<file path="config.mk">
export PLATFORM = sky130hd
export DESIGN_NAME = group_reverse_stream
export DESIGN_NICKNAME = d
export VERILOG_FILES = /design/src/hw/rtl/grs_pkg.sv /design/src/hw/rtl/grs_ram.sv /design/src/hw/rtl/grs_ctrl.sv /design/src/hw/rtl/grs_out.sv /design/src/hw/rtl/group_reverse_stream.sv
export SDC_FILE = /design/constraint.sdc
export NUM_CORES = 1
export LEC_CHECK = 0
export BUFFER_PORTS_ARGS = -buffer_cell sky130_fd_sc_hd__buf_4
export CORE_MARGIN = 4
export CORE_UTILIZATION = 55
export DETAILED_ROUTE_END_ITERATION = 10
export PLACE_DENSITY = 0.81
export SKIP_CTS_REPAIR_TIMING = 1
export SLEW_MARGIN = 10
export SYNTH_ARGS = -nofsm -noshare
export SYNTH_HDL_FRONTEND = slang
export SYNTH_SLANG_ARGS = --single-unit
export TNS_END_PERCENT = 5
</file>
<file path="constraint.sdc">
create_clock -name clk -period 6.7 [get_ports clk]
set_input_delay 1.675 -clock clk [delete_from_list [all_inputs] [get_ports clk]]
set_output_delay 1.675 -clock clk [all_outputs]
set_load 0.01 [all_outputs]
</file>
<file path="src/hw/rtl/grs_pkg.sv">
// Package for the group reverse stream block.
// Holds the group store sizes, the sequencer state type and the
// control struct shared by the controller and the output stage.
`timescale 1ns / 1ps
`default_nettype none

package grs_pkg;

    localparam int MAX_GROUP = 16;
    localparam int ADDR_W    = $clog2(MAX_GROUP);
    localparam int CNT_W     = $clog2(MAX_GROUP + 1);
    localparam int VALUE_W   = 32;
    localparam int GS_W      = 5;

    localparam logic [GS_W-1:0] GS_RESET = GS_W'(4);

    typedef enum logic [0:0] {
        ST_FILL,
        ST_DRAIN
    } state_t;

    // Read stage status handed from the controller to the output stage.
    typedef struct packed {
        logic valid;
        logic last;
    } rd_stage_t;

endpackage

`default_nettype wire

</file>
<file path="src/hw/rtl/grs_ram.sv">
// Group store of the group reverse stream block.
// One write port and one read port with registered read data; uses grs_pkg.
`timescale 1ns / 1ps
`default_nettype none

module grs_ram
    import grs_pkg::*;
(
    input  wire logic                      clk,
    input  wire logic                      we,
    input  wire logic [ADDR_W-1:0]         waddr,
    input  wire logic signed [VALUE_W-1:0] wdata,
    input  wire logic                      re,
    input  wire logic [ADDR_W-1:0]         raddr,
    output logic signed [VALUE_W-1:0]      rdata
);

    logic signed [VALUE_W-1:0] mem [MAX_GROUP];
    logic signed [VALUE_W-1:0] rdata_reg;

    always_ff @(posedge clk)
    begin
        if (we)
        begin
            mem[waddr] <= wdata;
        end
    end

    // The read data register holds while the read stage is stalled.
    always_ff @(posedge clk)
    begin
        if (re)
        begin
            rdata_reg <= mem[raddr];
        end
    end

    assign rdata = rdata_reg;

endmodule

`default_nettype wire

</file>
<file path="src/hw/rtl/grs_ctrl.sv">
// Controller of the group reverse stream block: group size register,
// fill count, and the drain sequencer that reads the group store; uses grs_pkg.
`timescale 1ns / 1ps
`default_nettype none

module grs_ctrl
    import grs_pkg::*;
(
    input  wire logic              clk,
    input  wire logic              rst_n,
    input  wire logic              cfg_we,
    input  wire logic [GS_W-1:0]   cfg_wdata,
    input  wire logic              in_valid,
    input  wire logic              seq_end,
    output logic                   in_stall,
    input  wire logic              take,
    output logic                   mem_we,
    output logic [ADDR_W-1:0]      mem_waddr,
    output logic                   mem_re,
    output logic [ADDR_W-1:0]      mem_raddr,
    output rd_stage_t              rd_stage
);

    state_t              state_reg, state_next;
    logic [GS_W-1:0]     group_size_reg;
    logic [CNT_W-1:0]    fill_reg, fill_next;
    logic [ADDR_W-1:0]   addr_reg, addr_next;
    logic [CNT_W-1:0]    left_reg, left_next;
    logic                rev_reg, rev_next;
    logic                end_reg, end_next;
    logic                rd_valid_reg, rd_valid_next;
    logic                rd_last_reg, rd_last_next;

    logic                accept;
    logic                issue;
    logic [CNT_W-1:0]    eff_size;
    logic [CNT_W-1:0]    n_held;
    logic                full_group;

    always_comb
    begin
        if (32'(group_size_reg) > 32'(MAX_GROUP))
        begin
            eff_size = CNT_W'(MAX_GROUP);
        end
        else if (group_size_reg == '0)
        begin
            eff_size = CNT_W'(1);
        end
        else
        begin
            eff_size = CNT_W'(group_size_reg);
        end
    end

    // The fill count never reaches the store depth: a full store is always
    // at least one whole group.
    assign n_held     = fill_reg + CNT_W'(1);
    assign full_group = (n_held >= eff_size);
    assign accept     = in_valid && !in_stall;

    // Next state.
    always_comb
    begin
        state_next = state_reg;
        case (state_reg)
            ST_FILL:
            begin
                if (accept && (full_group || seq_end))
                begin
                    state_next = ST_DRAIN;
                end
            end
            ST_DRAIN:
            begin
                if (issue && left_reg == CNT_W'(1))
                begin
                    state_next = ST_FILL;
                end
            end
            default:
            begin
                state_next = ST_FILL;
            end
        endcase
    end

    // State outputs. Writes happen only while filling and reads only while
    // draining, so the two ports never touch the store in the same cycle.
    always_comb
    begin
        in_stall = 1'b1;
        issue    = 1'b0;
        case (state_reg)
            ST_FILL:
            begin
                in_stall = 1'b0;
            end
            ST_DRAIN:
            begin
                issue = !rd_valid_reg || take;
            end
            default:
            begin
                in_stall = 1'b1;
            end
        endcase
    end

    always_comb
    begin
        fill_next     = fill_reg;
        addr_next     = addr_reg;
        left_next     = left_reg;
        rev_next      = rev_reg;
        end_next      = end_reg;
        rd_valid_next = rd_valid_reg;
        rd_last_next  = rd_last_reg;

        if (accept)
        begin
            if (full_group)
            begin
                fill_next = '0;
                addr_next = fill_reg[ADDR_W-1:0];
                left_next = n_held;
                rev_next  = 1'b1;
                end_next  = seq_end;
            end
            else if (seq_end)
            begin
                fill_next = '0;
                addr_next = '0;
                left_next = n_held;
                rev_next  = 1'b0;
                end_next  = 1'b1;
            end
            else
            begin
                fill_next = n_held;
            end
        end

        if (issue)
        begin
            left_next     = left_reg - CNT_W'(1);
            addr_next     = rev_reg ? addr_reg - ADDR_W'(1) : addr_reg + ADDR_W'(1);
            rd_valid_next = 1'b1;
            rd_last_next  = (left_reg == CNT_W'(1)) && end_reg;
        end
        else if (take)
        begin
            rd_valid_next = 1'b0;
        end
    end

    always_ff @(posedge clk or negedge rst_n)
    begin
        if (!rst_n)
        begin
            state_reg      <= ST_FILL;
            group_size_reg <= GS_RESET;
            fill_reg       <= '0;
            left_reg       <= '0;
            rd_valid_reg   <= 1'b0;
        end
        else
        begin
            state_reg    <= state_next;
            fill_reg     <= fill_next;
            left_reg     <= left_next;
            rd_valid_reg <= rd_valid_next;
            if (cfg_we)
            begin
                group_size_reg <= cfg_wdata;
            end
        end
    end

    always_ff @(posedge clk)
    begin
        addr_reg    <= addr_next;
        rev_reg     <= rev_next;
        end_reg     <= end_next;
        rd_last_reg <= rd_last_next;
    end

    assign mem_we         = accept;
    assign mem_waddr      = fill_reg[ADDR_W-1:0];
    assign mem_re         = issue;
    assign mem_raddr      = addr_reg;
    assign rd_stage.valid = rd_valid_reg;
    assign rd_stage.last  = rd_last_reg;

endmodule

`default_nettype wire

</file>
<file path="src/hw/rtl/grs_out.sv">
// Output register of the group reverse stream block.
// Takes a request from the read stage when it is free; uses grs_pkg.
`timescale 1ns / 1ps
`default_nettype none

module grs_out
    import grs_pkg::*;
(
    input  wire logic                      clk,
    input  wire logic                      rst_n,
    input  wire rd_stage_t                 rd_stage,
    input  wire logic signed [VALUE_W-1:0] rd_data,
    output logic                           take,
    output logic                           out_valid,
    input  wire logic                      out_stall,
    output logic signed [VALUE_W-1:0]      out_value,
    output logic                           out_last
);

    logic                      valid_reg;
    logic signed [VALUE_W-1:0] value_reg;
    logic                      last_reg;
    logic                      free;

    assign free = !valid_reg || !out_stall;
    assign take = rd_stage.valid && free;

    always_ff @(posedge clk or negedge rst_n)
    begin
        if (!rst_n)
        begin
            valid_reg <= 1'b0;
        end
        else if (free)
        begin
            valid_reg <= rd_stage.valid;
        end
    end

    always_ff @(posedge clk)
    begin
        if (take)
        begin
            value_reg <= rd_data;
            last_reg  <= rd_stage.last;
        end
    end

    assign out_valid = valid_reg;
    assign out_value = value_reg;
    assign out_last  = last_reg;

endmodule

`default_nettype wire

</file>
<file path="src/hw/rtl/group_reverse_stream.sv">
// Top level of the group reverse stream block.
// Instantiates grs_ctrl, grs_ram and grs_out; uses grs_pkg.
//
// Usage: values enter on the input channel (in_valid, in_stall, value,
// seq_end) and leave on the output channel (out_valid, out_stall, out_value,
// out_last). Each value is written into the group store at the fill count.
// When a whole group of group_size values is held, the group is read back
// from the store newest first; when seq_end arrives with a partial group,
// the held values are read back oldest first. The final request of a
// sequence carries out_last. group_size is written through cfg_we and
// cfg_wdata; the user must write it only while the block is idle; the
// block itself does not enforce this. 0 acts as 1, and sizes above 16 act
// as 16. An input that closes a group of n values stalls the input side
// while the store is read, one entry per cycle through its single read
// port unless the read stage is full and stalled, and the results leave
// at one per cycle while the receiver does not stall. The first result of
// a group passes through the read register, then the output register.
// Reset clears the fill count, sets group_size to 4 and empties the output
// register; the store itself is not cleared. While the receiver stalls, the
// output register holds, the read stage holds once full, and reading pauses.
`timescale 1ns / 1ps
`default_nettype none

module group_reverse_stream
    import grs_pkg::*;
(
    input  wire logic                      clk,
    input  wire logic                      rst_n,
    input  wire logic                      cfg_we,
    input  wire logic [GS_W-1:0]           cfg_wdata,
    input  wire logic                      in_valid,
    output logic                           in_stall,
    input  wire logic signed [VALUE_W-1:0] value,
    input  wire logic                      seq_end,
    output logic                           out_valid,
    input  wire logic                      out_stall,
    output logic signed [VALUE_W-1:0]      out_value,
    output logic                           out_last
);

    logic                      take;
    logic                      mem_we;
    logic [ADDR_W-1:0]         mem_waddr;
    logic                      mem_re;
    logic [ADDR_W-1:0]         mem_raddr;
    logic signed [VALUE_W-1:0] mem_rdata;
    rd_stage_t                 rd_stage;

    grs_ctrl u_ctrl (
        .clk       (clk),
        .rst_n     (rst_n),
        .cfg_we    (cfg_we),
        .cfg_wdata (cfg_wdata),
        .in_valid  (in_valid),
        .seq_end   (seq_end),
        .in_stall  (in_stall),
        .take      (take),
        .mem_we    (mem_we),
        .mem_waddr (mem_waddr),
        .mem_re    (mem_re),
        .mem_raddr (mem_raddr),
        .rd_stage  (rd_stage)
    );

    grs_ram u_ram (
        .clk   (clk),
        .we    (mem_we),
        .waddr (mem_waddr),
        .wdata (value),
        .re    (mem_re),
        .raddr (mem_raddr),
        .rdata (mem_rdata)
    );

    grs_out u_out (
        .clk       (clk),
        .rst_n     (rst_n),
        .rd_stage  (rd_stage),
        .rd_data   (mem_rdata),
        .take      (take),
        .out_valid (out_valid),
        .out_stall (out_stall),
        .out_value (out_value),
        .out_last  (out_last)
    );

endmodule

`default_nettype wire

</file>
==> results_dict.tcl <==
set metrics [dict create \
    status "completed" \
    track_usage_pct 20.86 \
    routed_via_density 6.167 \
    clock_skew_ns 0.01183 \
    synth_nets 993 \
    largest_register_ffs 512 \
    slew_headroom_pct 17.02 \
    grt_pass1_vias 10590 \
    io_buffers 77 \
    synth.top_cells.by_count "584 x edfxtp_1, 160 x mux4_2, 25 x clkbuf_1, 19 x nand2_1, 17 x dfrtp_1" \
    critical_path_arrival_ns 3.71 \
    clockPowerShare_pct 31.8 \
    seq_power_share_pct 46.1 \
    ant_nets 0 \
    power.internal_uw 7498 \
    drv_slew 0 \
    core-area_um2 40830 \
    drive_above_1_share_pct 32.90 \
    placed_cell_area_um2 23940 \
    ir_drop_mv 0.4098 \
    root_buffer "clkbuf_16" \
    final_nets 1099 \
    clk_latency_ns 0.59 \
    overflow 0 \
    clockBufferDepth 3 \
    startpoint "in_valid" \
    grt_max_degree 131 \
    r2r_slack_ns 3.73 \
    postSynthCellCount 936 \
    start_util_pct 55.53 \
    hold_path_class "reg2reg" \
    synth_cell_type_count 37 \
    clock.fmax_mhz 284.4 \
    synth_top_area_share_pct 77.34 \
    finalCritPeriodShare_pct 52.47 \
    dp_hpwl_mm 23.51 \
    rows 74 \
    ys_seq_area_share_pct 79.33 \
    setup_violations 0 \
    critPathLaunchType "primary input" \
    power.switching_uw 2550 \
    die_area_um2 44540 \
    p_per_area_nw_per_um2 389.4 \
    numCtsBuffers 55 \
    drt_iter0_drc 1136 \
    period_minus_slack_ns 3.516 \
    cellLeakagePower_uw 0.008251 \
    critPathMaxFanout 32 \
    setup_tns_ns 0 \
    yosysTopAreaCell "edfxtp_1" \
    chipWidth_um 211.0 \
    ys_ff_latch 602 \
    crit_type "in2reg" \
    crit_path_end "u_ram.mem[14][23]" \
    r2r_end "u_ram.rdata[24]" \
    synth-edff-count 584 \
    area_delta_synth_final_pct 13.81 \
    hold_start "u_ram.rdata[6]" \
    rsz0062_at_grt "false" \
    required_ns 6.90 \
    r2r_start "u_ctrl.mem_raddr[0]" \
    hold_viol_final 0 \
    route.vias.total 9991 \
    end_kind "flip-flop" \
    synth_area_per_cell_um2 24.22 \
    drt-total-wl_mm 45.02 \
    synth.area.top_cells "edfxtp_1 77%, mux4_2 16%, dfrtp_1 1.9%, ha_1 0.72%, buf_6 0.50%" \
    worstMarginPinSlew_ns 1.242 \
    maxCapViolations 0 \
    wl_per_cell_um 27.79 \
    n_antenna_cell 0 \
    cts_tree "yes" \
    clock_sinks 602 \
    syn_area_um2 22670 \
    async_flop_share_pct 2.990 \
    htreeDepth 2 \
    drc 0 \
    gp_congestion 0.7356 \
    p_comb_share_pct 22.1 \
    antenna_found_initial 0 \
    clkTransAtPathRegs_ns 0.06 \
    switching_share_pct 25.38 \
    io_pins 78 \
    yosysMostFrequentCell "edfxtp_1" \
    first_pass_iters 5 \
    stdcell_area_um2 25800 \
    dieHeight_um 211.0 \
    grt_pass1_wl_mm 68.68 \
    synth_warnings 0 \
    ys.flop_type "edfxtp_1" \
    reg2regPathDepth 3 \
]
power groups by stage:
| stage | clock (µW) | combinational (µW) | sequential, µW |
|---|---|---|---|
| finish | 3190 | 2220 | 4630 |
| global route | 3420 | 2390 | 4660 |
| CTS | 3240 | 2280 | 4640 |
| detailed placement | 0 | 2240 | 4710 |
| global placement | 0 | 2180 | 4700 |
| floorplan | 0 | 1640 | 4690 |
worst min path at each step:
| stage | end | slack (ns) | cells after the start |
|---|---|---|---|
| floorplan | u_out.out_last | 0.40 | 0 |
| global placement | u_out.out_last | 0.40 | 0 |
| detailed placement | u_out.out_value[16] | 0.41 | 0 |
| CTS | u_out.out_value[6] | 0.42 | 0 |
| global route | u_out.out_value[20] | 0.42 | 0 |
| finish | u_out.out_value[6] | 0.42 | 0 |
routing by layer:
metal  part of all wire (%)  track usage [%]  vias to the layer above
li1                       -                -                     4197
met1                     38            28.67                     5300
met2                     53            35.70                      426
met3                    6.2            3.267                       68
met4                    2.2            5.567                        0
met5                      0                0                        -
logic make-up (layout without fill, tap and decap cells):
group	after synthesis	in the layout	share of synthesized area [%]
flip-flops	602	602	79.33
XOR/XNOR	6	6	0.2318
multiplexers	164	164	16.09
AND/OR/NAND/NOR	65	65	1.346
adder cells (fa/ha/maj)	14	14	0.8057
AO/OA/AOI/OAI	31	31	0.9381
buffers and inverters	54	206	1.253
layout by cell type, fill, tap and decap left out, types with 3 or more instances in the layout:
cell	instances
a21oi_1	5
clkinv_2	8
clkbuf_1	10
nor3_2	4
clkinvlp_4	5
ha_1	13
buf_4	88
edfxtp_1	584
nand2_1	19
nor2_4	12
inv_1	11
nand3_1	9
clkbuf_16	57
buf_12	3
o21ai_1	6
clkinv_4	3
mux2_2	4
clkinv_1	9
nor2_1	4
xor2_1	4
nand2b_1	8
clkbuf_8	3
dfrtp_1	17
mux4_2	160
a21o_1	7
bufinv_16	7
layout make-up:
cell class,instances,area (µm²)
Multi-Input combinational cell,280,4523
Clock buffer,70,1505
Sequential cell,602,17990
Inverter,12,45.04
Timing Repair Buffer,91,720.7
Fill cell,2580,15030
Tap cell,532,665.6
Clock inverter,33,356.6
stage by stage:
stage / utilization (%) / instances / total power, µW / setup WS [ns] / hold slack, ns
finish: 63.20 / 1620 / 10050 / 3.184 / 0.4152
global route: 63.20 / 1620 / 10470 / 3.097 / 0.4239
CTS: 63.20 / 1620 / 10150 / 3.215 / 0.4190
detailed placement: 58.64 / 1517 / 6950 / 2.593 / 0.4054
global placement: 58.64 / 1517 / 6885 / 2.706 / 0.4033
floorplan: - / 936 / 6325 / 1.866 / 0.4003
critical path, stage by stage:
cell and delay [ns]:
buf_4 0.08, nor2b_1 0.52, nand2_1 0.40, nor2_4 0.99
Note: power is estimated with default switching activity, not from simulation.
